File: config.mk
export PLATFORM = sky130hd
export DESIGN_NAME = battery_undervoltage_monitor_top
export DESIGN_NICKNAME = d
export VERILOG_FILES = /design/src/design/bum_pkg.sv /design/src/design/battery_undervoltage_monitor_top.sv
export SDC_FILE = /design/constraint.sdc
export NUM_CORES = 1
export LEC_CHECK = 0
export BUFFER_PORTS_ARGS = -buffer_cell sky130_fd_sc_hd__buf_2
export CAP_MARGIN = 15
export CELL_PAD_IN_SITES_DETAIL_PLACEMENT = 1
export CELL_PAD_IN_SITES_GLOBAL_PLACEMENT = 2
export CORE_ASPECT_RATIO = 0.8
export CORE_MARGIN = 10
export CORE_UTILIZATION = 36
export DETAILED_ROUTE_END_ITERATION = 10
export PLACE_DENSITY_LB_ADDON = 0.1
export SLEW_MARGIN = 20
export SYNTH_ARGS = -nofsm -noshare
export SYNTH_HDL_FRONTEND = slang
export SYNTH_SLANG_ARGS = --single-unit
File: constraint.sdc
create_clock -name clk -period 7.9 [get_ports clk]
set_input_delay 0 -clock clk [delete_from_list [all_inputs] [get_ports clk]]
set_output_delay 0 -clock clk [all_outputs]
set_load 0.01 [all_outputs]
File: src/design/bum_pkg.sv
// ----------------------------------------------------------------------------
// bum_pkg
// Types and constants of the battery undervoltage monitor.
// ----------------------------------------------------------------------------
`default_nettype none

package bum_pkg;

	// Ticks between two window checks
	localparam logic [7:0]  CHECK_PERIOD = 8'd200;
	// In-window checks that raise the alarm
	localparam logic [3:0]  HIT_LIMIT    = 4'd10;
	// Filter weight, 26/256 for 0.1
	localparam logic [4:0]  FILTER_GAIN  = 5'd26;
	// Largest level the filter can reach (4095 << 8)
	localparam logic [19:0] LEVEL_MAX    = 20'hFFF00;

	// Register reset values
	localparam logic        ALARM_ENABLE_RST = 1'b1;
	localparam logic [19:0] UPPER_THR_RST    = 20'd320512;
	localparam logic [19:0] LOWER_THR_RST    = 20'd173312;

	// Register indexes
	localparam logic [1:0] REG_ALARM_ENABLE = 2'd0;
	localparam logic [1:0] REG_UPPER_THR    = 2'd1;
	localparam logic [1:0] REG_LOWER_THR    = 2'd2;

	// Item operations
	localparam logic OP_SAMPLE = 1'b0;
	localparam logic OP_TICK   = 1'b1;

	typedef struct packed {
		logic        op;
		logic [11:0] adc_sample;
	} in_item_t;

	typedef struct packed {
		logic [19:0] filtered_level;
		logic        alarm;
		logic [3:0]  low_count;
	} out_item_t;

endpackage

`default_nettype wire

File: src/design/battery_undervoltage_monitor_top.sv
// ----------------------------------------------------------------------------
// battery_undervoltage_monitor_top
// IIR-filtered battery level with a windowed undervoltage check and alarm.
// ----------------------------------------------------------------------------
//  channel | signals                         | accepted when
//  --------+---------------------------------+-----------------------------
//  input   | in_valid, in_ready, in_item     | in_valid && in_ready
//  output  | out_valid, out_ready, out_item  | out_valid && out_ready
//  config  | cfg_we, cfg_index, cfg_data     | cfg_we (no wait, no read-back)
//
//  One item per cycle sustained while the output does not stall; a result is
//  valid once its item moves from stage 1 into the result register, where the
//  filter, prescaler and window counter update in one pass. Stage 1 holds the
//  accepted item. A stall on the output holds both stages; in_ready drops only
//  when both are full. Reset clears the state and loads the register defaults.
// ----------------------------------------------------------------------------
`default_nettype none

module battery_undervoltage_monitor_top (
	input  wire logic             clk,
	input  wire logic             arst_n,
	input  wire logic             in_valid,
	output logic                  in_ready,
	input  wire bum_pkg::in_item_t  in_item,
	output logic                  out_valid,
	input  wire logic             out_ready,
	output bum_pkg::out_item_t    out_item,
	input  wire logic             cfg_we,
	input  wire logic [1:0]       cfg_index,
	input  wire logic [19:0]      cfg_data
);
	import bum_pkg::*;

	// configuration registers
	logic        alarm_enable_q;
	logic [19:0] upper_thr_q;
	logic [19:0] lower_thr_q;

	// block state
	logic [19:0] level_q;
	logic [7:0]  prescaler_q;
	logic [3:0]  window_cnt_q;

	// pipeline
	logic      valid_s1;
	in_item_t  item_s1;
	logic      valid_s2;
	out_item_t item_s2;
	logic      advance;

	// next-state logic
	logic [19:0] target;
	logic [19:0] diff;
	logic [24:0] prod;
	logic [19:0] level_nx;
	logic [7:0]  pre_inc;
	logic [7:0]  prescaler_nx;
	logic [3:0]  cnt_chk;
	logic [3:0]  window_cnt_nx;
	logic        alarm_nx;

	// write configuration registers
	always_ff @(posedge clk or negedge arst_n) begin
		if (!arst_n) begin
			alarm_enable_q <= ALARM_ENABLE_RST;
			upper_thr_q    <= UPPER_THR_RST;
			lower_thr_q    <= LOWER_THR_RST;
		end else if (cfg_we) begin
			case (cfg_index)
				REG_ALARM_ENABLE: alarm_enable_q <= cfg_data[0];
				REG_UPPER_THR:    upper_thr_q    <= cfg_data;
				REG_LOWER_THR:    lower_thr_q    <= cfg_data;
				default:          ;
			endcase
		end
	end

	// handshake: stage 1 moves on when the result register is free
	assign advance   = valid_s1 && (!valid_s2 || out_ready);
	assign in_ready  = !valid_s1 || advance;
	assign out_valid = valid_s2;
	assign out_item  = item_s2;

	// filter step toward the sample, floor rounding in both directions
	always_comb begin
		target = {item_s1.adc_sample, 8'h00};
		if (target >= level_q) begin
			diff     = target - level_q;
			prod     = 25'(diff) * 25'(FILTER_GAIN);
			level_nx = level_q + 20'(prod[24:8]);
		end else begin
			diff     = level_q - target;
			prod     = 25'(diff) * 25'(FILTER_GAIN) + 25'd255;
			level_nx = level_q - 20'(prod[24:8]);
		end
	end

	// prescaler and window check on a tick
	always_comb begin
		pre_inc       = prescaler_q + 8'd1;
		prescaler_nx  = pre_inc;
		cnt_chk       = window_cnt_q;
		window_cnt_nx = window_cnt_q;
		alarm_nx      = 1'b0;
		if (pre_inc >= CHECK_PERIOD) begin
			prescaler_nx = 8'd0;
			if (level_q < upper_thr_q && level_q > lower_thr_q) begin
				cnt_chk = window_cnt_q + 4'd1;
			end else begin
				cnt_chk = window_cnt_q >> 1;
			end
			window_cnt_nx = cnt_chk;
			if (cnt_chk >= HIT_LIMIT) begin
				window_cnt_nx = 4'd0;
				alarm_nx      = alarm_enable_q;
			end
		end
	end

	// advance valid bits
	always_ff @(posedge clk or negedge arst_n) begin
		if (!arst_n) begin
			valid_s1 <= 1'b0;
			valid_s2 <= 1'b0;
		end else begin
			if (in_ready) begin
				valid_s1 <= in_valid;
			end
			if (!valid_s2 || out_ready) begin
				valid_s2 <= valid_s1;
			end
		end
	end

	// capture input item
	always_ff @(posedge clk) begin
		if (in_ready && in_valid) begin
			item_s1 <= in_item;
		end
	end

	// update state as the item passes into the result register
	always_ff @(posedge clk or negedge arst_n) begin
		if (!arst_n) begin
			level_q      <= 20'd0;
			prescaler_q  <= 8'd0;
			window_cnt_q <= 4'd0;
		end else if (advance) begin
			case (item_s1.op)
				OP_SAMPLE: level_q <= level_nx;
				OP_TICK: begin
					prescaler_q  <= prescaler_nx;
					window_cnt_q <= window_cnt_nx;
				end
				default: ;
			endcase
		end
	end

	// load result register
	always_ff @(posedge clk) begin
		if (advance) begin
			case (item_s1.op)
				OP_SAMPLE: begin
					item_s2.filtered_level <= level_nx;
					item_s2.alarm          <= 1'b0;
					item_s2.low_count      <= window_cnt_q;
				end
				OP_TICK: begin
					item_s2.filtered_level <= level_q;
					item_s2.alarm          <= alarm_nx;
					item_s2.low_count      <= window_cnt_nx;
				end
				default: begin
					item_s2.filtered_level <= level_q;
					item_s2.alarm          <= 1'b0;
					item_s2.low_count      <= window_cnt_q;
				end
			endcase
		end
	end

endmodule

`default_nettype wire

==> results.toml, run 1 <==
[timing]
setup-violations-final = 0
rsz0062_at_grt = "yes"
clock.fmax_mhz = 128
hold_violations = 0
finalMaxSlewViolations = 0
tightest_slew_ns = 0.915
fin_skew_ns = 0.00818
holdWs_ns = 0.256
period_minus_slack_ns = 7.82
period_share_pct = 98.9
slew_headroom_pct = 38.5

[routing]
dr.pass1.iters = 4
drc = 0
dr_total_vias = 10700
routedWlPerCell_um = 17.6
antenna_left = 0
wl_mm = 37.6
via_per_inst = 5.04
drt_first_iter_violations = 398

[yosys]
yosys_warnings = 0
ys_seq_elements = 113
async_flop_share_pct = 66.4
syn_inst = 1396
synth_cell_type_count = 96
synthFlopType = "dfrtp_1"
ys_seq_area_share_pct = 24.4
synth_edf_count = 38
syn_area_mm2 = 0.0124
avgSynthCellArea_um2 = 8.90
syn-num-nets = 1652

[job]
maxCapViolCount = 0

[cts]
numCtsBuffers = 17
clockBufferDepth = 2
path_clk_slew_ns = 0.05
root_buffer = "clkbuf_16"
cts_tree = "built"
clock_sink_count = 113
insertion_delay_ns = 0.42
htreeDepth = 4

[place]
place.port_buffers = 66
gp_congestion = 0.820
post_dp_cell_area_mm2 = 0.0143
dp_cells = 2033
hpwl_mm = 30.2

[global_routing]
grt_max_degree = 67
grt_pass1_wl_mm = 60.4
busiest_layer = "met2"
grt.met2_usage_pct = 30.1
grtUsageMet1_pct = 24.3
grt_pass1_vias = 11300
grt_util_all_layers_pct = 17.9
grt_use_met3_pct = 2.21
antenna_found_initial = 1
overflow = 0

[floorplanning]
io_pins = 67
start_util_pct = 36.7
core_mm2 = 0.0339
die_height_um = 186
die_x_um = 228
die-area_mm2 = 0.0424
rows = 60

[cells_and_area]
utilization_pct = 47.2
final_area_mm2 = 0.0160
fin_nets = 1907
final_cell_mix = "inv_1 (208), ha_1 (171), buf_4 (163)"
area_growth_pct = 28.5
drive_above_1_share_pct = 27.0
instances_no_fill = 2129
antennaDiodeCount = 0
final_common_cell = "inv_1"

[setup_path]
critPathKind = "reg -> reg"
startpoint_type = "register"
end_kind = "register"
cpMostUsedCell = "buf_4"
cp_slowest_cell = "or4_4"
arrival_ns = 8.05
cp_top_family = "simple AND/OR/NAND/NOR gates"
critPathRequiredTime_ns = 8.13
worstPathMaxFanout = 4
path_buf_inv = 8
ff2ff_setup_slack_ns = 0.08
critPathMaxStageDelay_ns = 0.53

[outcome]
status = "complete, no violations"

[hold_path]
hold_path.class = "in -> reg"
-- registers in the layout (all words and copies together), names as in the netlist, 4 cells and up --
name          cells
level_q          20
upper_thr_q      20
prescaler_q       8
out_item         25
item_s1          13
lower_thr_q      20
window_cnt_q      4
-- final cells by class --
class / instances / area, um^2
Fill cell: 3948 / 17900
Multi-Input combinational cell: 1033 / 8990
Sequential cell: 113 / 3030
Timing Repair Buffer: 272 / 1990
Inverter: 214 / 803
Tap cell: 465 / 582
Clock buffer: 23 / 489
Clock inverter: 9 / 77.6
-- metal layers --
layer	routed length (um)	vias to the layer above
li1	-	5342
met2	17800	79
met3	662	23
met5	0	-
met4	322	0
met1	18800	5277
-- timing repair --
action | 4_1_cts | 5_1_grt
setup buffers | 8 | 15
resized for setup | 27 | 76
endpoints found under the hold margin | 120 | 0
pin swaps | 18 | 44
endpoints found under the setup margin | 2 | 8
hold buffers | 40 | 0
-- final timing paths --
kind / startpoint / to / cells past startpoint
max in group asynchronous: arst_n / level_q[9] / 3
max reg2reg: level_q[8] / out_item[24] / 33
max: level_q[8] / out_item[24] / 33
min reg2reg: upper_thr_q[7] / upper_thr_q[7] / 1
min in group asynchronous: arst_n / level_q[17] / 3
min: cfg_index[1] / lower_thr_q[16] / 3
-- worst min-delay path, delay by kind of cell --
| kind | cells | cell delay [ns] |
|---|---|---|
| AND/OR/NAND/NOR | 1 | 0.31 |
| multiplexers | 1 | 0.22 |
| buffers and inverters | 1 | 0.11 |
-- synthesized netlist by cell type (4+ instances only) --
library cell / count / share of area [%]
nor4_1: 11 / 0.55
xor2_1: 26 / 1.8
a21oi_1: 68 / 2.7
clkbuf_1: 28 / 0.85
and2_1: 9 / 0.45
or2_1: 4 / 0.20
dfrtp_1: 64 / 13
o21ai_0: 86 / 3.5
ha_1: 182 / 18
nor3b_1: 5 / 0.30
o2111ai_1: 4 / 0.28
o21a_1: 14 / 0.85
edfxtp_1: 38 / 9.2
a31oi_1: 9 / 0.45
or2_2: 7 / 0.35
nand4_1: 11 / 0.55
nor2_1: 65 / 2.0
a21o_1: 36 / 2.2
nand2_1: 93 / 2.8
nand3_1: 31 / 1.2
nor3_1: 25 / 1.0
o211a_1: 5 / 0.40
o21ai_1: 6 / 0.24
o31ai_1: 8 / 0.48
nand3b_1: 7 / 0.42
nand2b_1: 26 / 1.3
mux2_2: 52 / 4.7
fa_1: 34 / 5.5
nor2b_1: 8 / 0.40
inv_1: 214 / 6.5
or3_1: 9 / 0.45
o21bai_1: 17 / 1.0
dfstp_2: 11 / 2.3
buf_2: 4 / 0.16
mux2i_1: 7 / 0.56
o211ai_1: 4 / 0.24
xnor2_1: 70 / 4.9
and3_1: 11 / 0.55
-- per-stage QoR --
step	setup slack, ns	setup TNS (ns)
4_1_cts	0.000605	0
2_1_floorplan	0.0391	0
3_3_place_gp	-0.0544	-0.0677
5_1_grt	-0.270	-0.565
6_report	0.0837	0
3_5_place_dp	-0.272	-0.502
-- kinds of logic after synthesis --
kind of cell,share of synthesized area [%]
xor+xnor,7.03
compound gates,17.1
mux,5.55
simple gates,14.4
buf+inv,7.69
fa+ha+maj,23.8
flops,24.4
Power of run 1 is left out: the tool's default activity adds up to more than one toggle a clock period on the data nets, which glitch-free logic cannot reach.
==> run 2: changes to the inputs <==
--- a/config.mk
+++ b/config.mk
@@ -12,8 +12,10 @@
 export CORE_ASPECT_RATIO = 0.8
 export CORE_MARGIN = 10
 export CORE_UTILIZATION = 36
+export CTS_CLUSTER_SIZE = 25
 export DETAILED_ROUTE_END_ITERATION = 10
-export PLACE_DENSITY_LB_ADDON = 0.1
+export PLACE_DENSITY = 0.86
+export SKIP_CTS_REPAIR_TIMING = 1
 export SLEW_MARGIN = 20
 export SYNTH_ARGS = -nofsm -noshare
 export SYNTH_HDL_FRONTEND = slang
==> results.toml, run 2 (same netlist as run 1, synthesis figures left out) <==
[routing]
met1_length_mm = 18.3
dr.pass1.iters = 5
wl_met3_um = 939
top_layer = "met4"
dr_total_vias = 10800
drt_first_iter_violations = 442
wl_mm = 38.0
antenna_left = 0
routedWlPerCell_um = 18.3
wl_met2_mm = 18.4
drc = 0
via_per_inst = 5.21

[job]
maxCapViolCount = 0

[cells_and_area]
final_cell_mix = "inv_1 (207), ha_1 (170), buf_4 (115)"
final_area_mm2 = 0.0156
drive_above_1_share_pct = 24.9
fin_nets = 1858
largest_reg_flops = 25
fillers = 3891
area_growth_pct = 25.6
final_common_cell = "inv_1"
antennaDiodeCount = 0

[place]
place.port_buffers = 66
post-place-ws_ns = -0.294
gp_congestion = 0.863
hpwl_mm = 29.4
post_dp_cell_area_mm2 = 0.0139

[timing]
tightest_slew_ns = 0.973
fin_ws_ns = 0.135
finalMaxSlewViolations = 0
clock.fmax_mhz = 129
period_share_pct = 98.3
fin_skew_ns = 0.0107
rsz0062_at_grt = "yes"
finalSetupTns_ns = 0
period_minus_slack_ns = 7.76
hold_violations = 0
setup-violations-final = 0
slew_headroom_pct = 34.6
holdWs_ns = 0.175

[setup_path]
critPathMaxStageDelay_ns = 0.53
critPathKind = "reg -> reg"
worstPathMaxFanout = 4
end_kind = "register"
crit_path_start = "level_q[8]"
ff2ff_setup_slack_ns = 0.14
cp_slowest_cell = "fa_1"
startpoint_type = "register"
critPathRequiredTime_ns = 8.20
ff2ff_path_depth = 37
reg2reg_to = "level_q[19]"
arrival_ns = 8.06
endpoint = "level_q[19]"
rr_startpoint = "level_q[8]"

[floorplanning]
die_x_um = 228
io_pins = 67
die_height_um = 186
die-area_mm2 = 0.0424
start_util_pct = 36.7
core_mm2 = 0.0339
rows = 60

[global_routing]
grt_max_degree = 76
overflow = 0
grt_pass1_wl_mm = 58.1
antenna_found_initial = 0
grt_util_all_layers_pct = 17.2
grt_pass1_vias = 11100

[cts]
path_clk_slew_ns = 0.06
numCtsBuffers = 17
clockBufferDepth = 2
htreeDepth = 4
insertion_delay_ns = 0.42
root_buffer = "clkbuf_16"
cts_tree = "built"
clock_sink_count = 113

[outcome]
status = "complete, no violations"

[hold_path]
hold_path.class = "in -> async"
[run 2: worst min path at each step]
stage                startpoint        endpoint  slack, ns  cells past startpoint
floorplan                arst_n      level_q[0]      -0.30                      0
global placement     in_item[9]      item_s1[9]       0.18                      1
detailed placement   in_item[9]      item_s1[9]       0.18                      1
CTS                 in_item[10]     item_s1[10]      -0.27                      1
global route             arst_n  prescaler_q[4]       0.24                      2
finish                   arst_n  prescaler_q[4]       0.18                      2
[run 2: area by class of cell]
class	instances	area [um^2]	area share, %
multi-input cells	1033	8990	57.7
flip-flops and latches	113	3030	19.4
repair buffers	223	1630	10.5
inverters	214	803	5.15
well taps	465	582	3.73
clock buffers	18	429	2.75
clock inverters	14	123	0.786
[run 2: layer usage]
metal | GRT usage [%] | vias up
li1 | - | 5251
met1 | 23.2 | 5417
met2 | 29.0 | 130
met3 | 2.41 | 29
met4 | 3.11 | 0
met5 | 0 | -
[run 2: worst max-delay path, delay by kind of cell, from the launching register on]
| family | cells | cell delay, ns |
|---|---|---|
| buffers and inverters | 7 | 0.59 |
| DFF | 1 | 0.40 |
| and+or+nand+nor | 9 | 1.66 |
| xor gates and xnor gates | 1 | 0.16 |
| AOI/OAI and AO/OA | 12 | 2.49 |
| muxes | 2 | 0.61 |
| adders and majority gates | 6 | 1.74 |
[run 2: metrics by stage]
step           util, %  std cells
4_1_cts           42.6       2011
5_1_grt           46.1       2080
3_5_place_dp      41.0       1979
3_3_place_gp      41.0       1979
6_report          46.1       2080
2_1_floorplan        -       1396
Power of run 2 is left out for the same reason.
==> run 3: changes to the inputs <==
--- a/config.mk
+++ b/config.mk
@@ -11,12 +11,12 @@
 export CELL_PAD_IN_SITES_GLOBAL_PLACEMENT = 2
 export CORE_ASPECT_RATIO = 0.8
 export CORE_MARGIN = 10
-export CORE_UTILIZATION = 36
+export CORE_UTILIZATION = 40
 export CTS_CLUSTER_SIZE = 25
 export DETAILED_ROUTE_END_ITERATION = 10
-export PLACE_DENSITY = 0.86
+export PLACE_DENSITY = 0.9
 export SKIP_CTS_REPAIR_TIMING = 1
-export SLEW_MARGIN = 20
+export SLEW_MARGIN = 10
 export SYNTH_ARGS = -nofsm -noshare
 export SYNTH_HDL_FRONTEND = slang
 export SYNTH_SLANG_ARGS = --single-unit
==> constraint.sdc (replaced) <==
create_clock -name clk -period 7.7 [get_ports clk]
set_input_delay 0 -clock clk [delete_from_list [all_inputs] [get_ports clk]]
set_output_delay 0 -clock clk [all_outputs]
set_load 0.01 [all_outputs]
==> results.toml, run 3 (same netlist as run 1, synthesis figures left out) <==
[floorplanning]
io_pins = 67
die_height_um = 178
rows = 57
die_x_um = 217
start_util_pct = 40.7
die-area_mm2 = 0.0385
core_mm2 = 0.0305

[cts]
root_buffer = "clkbuf_16"
path_clk_slew_ns = 0.06
insertion_delay_ns = 0.43
clock_sink_count = 113
htreeDepth = 4
clockBufferDepth = 2
cts_tree = "built"
numCtsBuffers = 17

[setup_path]
cp_top_family = "compound AO/OA/AOI/OAI gates"
arrival_ns = 8.19
critPathKind = "reg -> reg"
critPathRequiredTime_ns = 7.92
ff2ff_path_depth = 34
end_kind = "register"
critPathMaxStageDelay_ns = 0.51
reg2reg_to = "out_item[24]"
worstPathMaxFanout = 4
ff2ff_setup_slack_ns = -0.27
rr_startpoint = "level_q[9]"
startpoint_type = "register"
cp_slowest_cell = "or4_4"
path_buf_inv = 5
cpMostUsedCell = "a21o_1"

[timing]
slew_headroom_pct = 32.7
setup-violations-final = 2
fin_skew_ns = 0.0105
period_share_pct = 103
fin_ws_ns = -0.267
period_minus_slack_ns = 7.97
rsz0062_at_grt = "yes"
clock.fmax_mhz = 126
finalMaxSlewViolations = 0
tightest_slew_ns = 1.00
hold_violations = 0

[global_routing]
grt_max_degree = 56
grt_pass1_vias = 11700
grt_util_all_layers_pct = 20.0
grt_pass1_wl_mm = 62.0
antenna_found_initial = 0
overflow = 0

[routing]
antenna_left = 0
dr.pass1.iters = 5
routedWlPerCell_um = 20.8
wl_mm = 43.2
via_per_inst = 5.49
drc = 0
dr_total_vias = 11400
drt_first_iter_violations = 630

[job]
maxCapViolCount = 0

[cells_and_area]
final_area_mm2 = 0.0161
fin_nets = 1912
final_cell_mix = "inv_1 (205), ha_1 (169), buf_4 (168)"
drive_above_1_share_pct = 28.3
fillers = 3537
antennaDiodeCount = 0
largest_reg_flops = 25
final_common_cell = "inv_1"
area_growth_pct = 29.6

[outcome]
violations = "setup timing"
status = "finished with violations"

[hold_path]
hold_path.class = "in -> async"

[place]
place.port_buffers = 66
gp_congestion = 0.895
hpwl_mm = 30.1
post_dp_cell_area_mm2 = 0.0143
run 3: metrics by stage:
stage               hold WS [ns]  instances  TNS (ns)  util (%)  setup WS [ns]
floorplan                 -0.296       1396         0         -         0.0280
global placement         -0.0945       1986    -0.156      46.8         -0.106
detailed placement       -0.0860       1986    -0.625      46.8         -0.365
CTS                       -0.540       2018    -0.985      48.9         -0.571
global route              0.0340       2082     -1.68      52.8         -0.549
finish                    0.0279       2082    -0.373      52.8         -0.267
run 3: worst max path at each step:
stage	cells past startpoint	endpoint	from	slack (ns)
floorplan	35	out_item[24]	level_q[10]	0.03
global placement	37	out_item[24]	level_q[8]	-0.11
detailed placement	37	out_item[24]	level_q[8]	-0.36
CTS	37	out_item[24]	level_q[8]	-0.57
finish	34	out_item[24]	level_q[9]	-0.27
global route	39	out_item[24]	level_q[8]	-0.55
run 3: layout make-up:
cell class	count	area (um^2)	share of cell area (%)
clock buffer	19	433	2.69
clock inverter	13	191	1.19
inverter	214	808	5.02
multi-input combinational	1033	9070	56.3
sequential	113	3030	18.8
tap	413	517	3.21
timing repair buffer	277	2050	12.8
run 3: routing by layer:
| layer | vias to the layer above | routed length (um) | track usage, % |
|---|---|---|---|
| met5 | - | 0 | 0 |
| met3 | 77 | 1450 | 2.25 |
| met1 | 5710 | 19100 | 26.0 |
| met2 | 280 | 21700 | 34.4 |
| met4 | 0 | 958 | 5.79 |
| li1 | 5368 | - | - |
Power of run 3 is left out for the same reason.
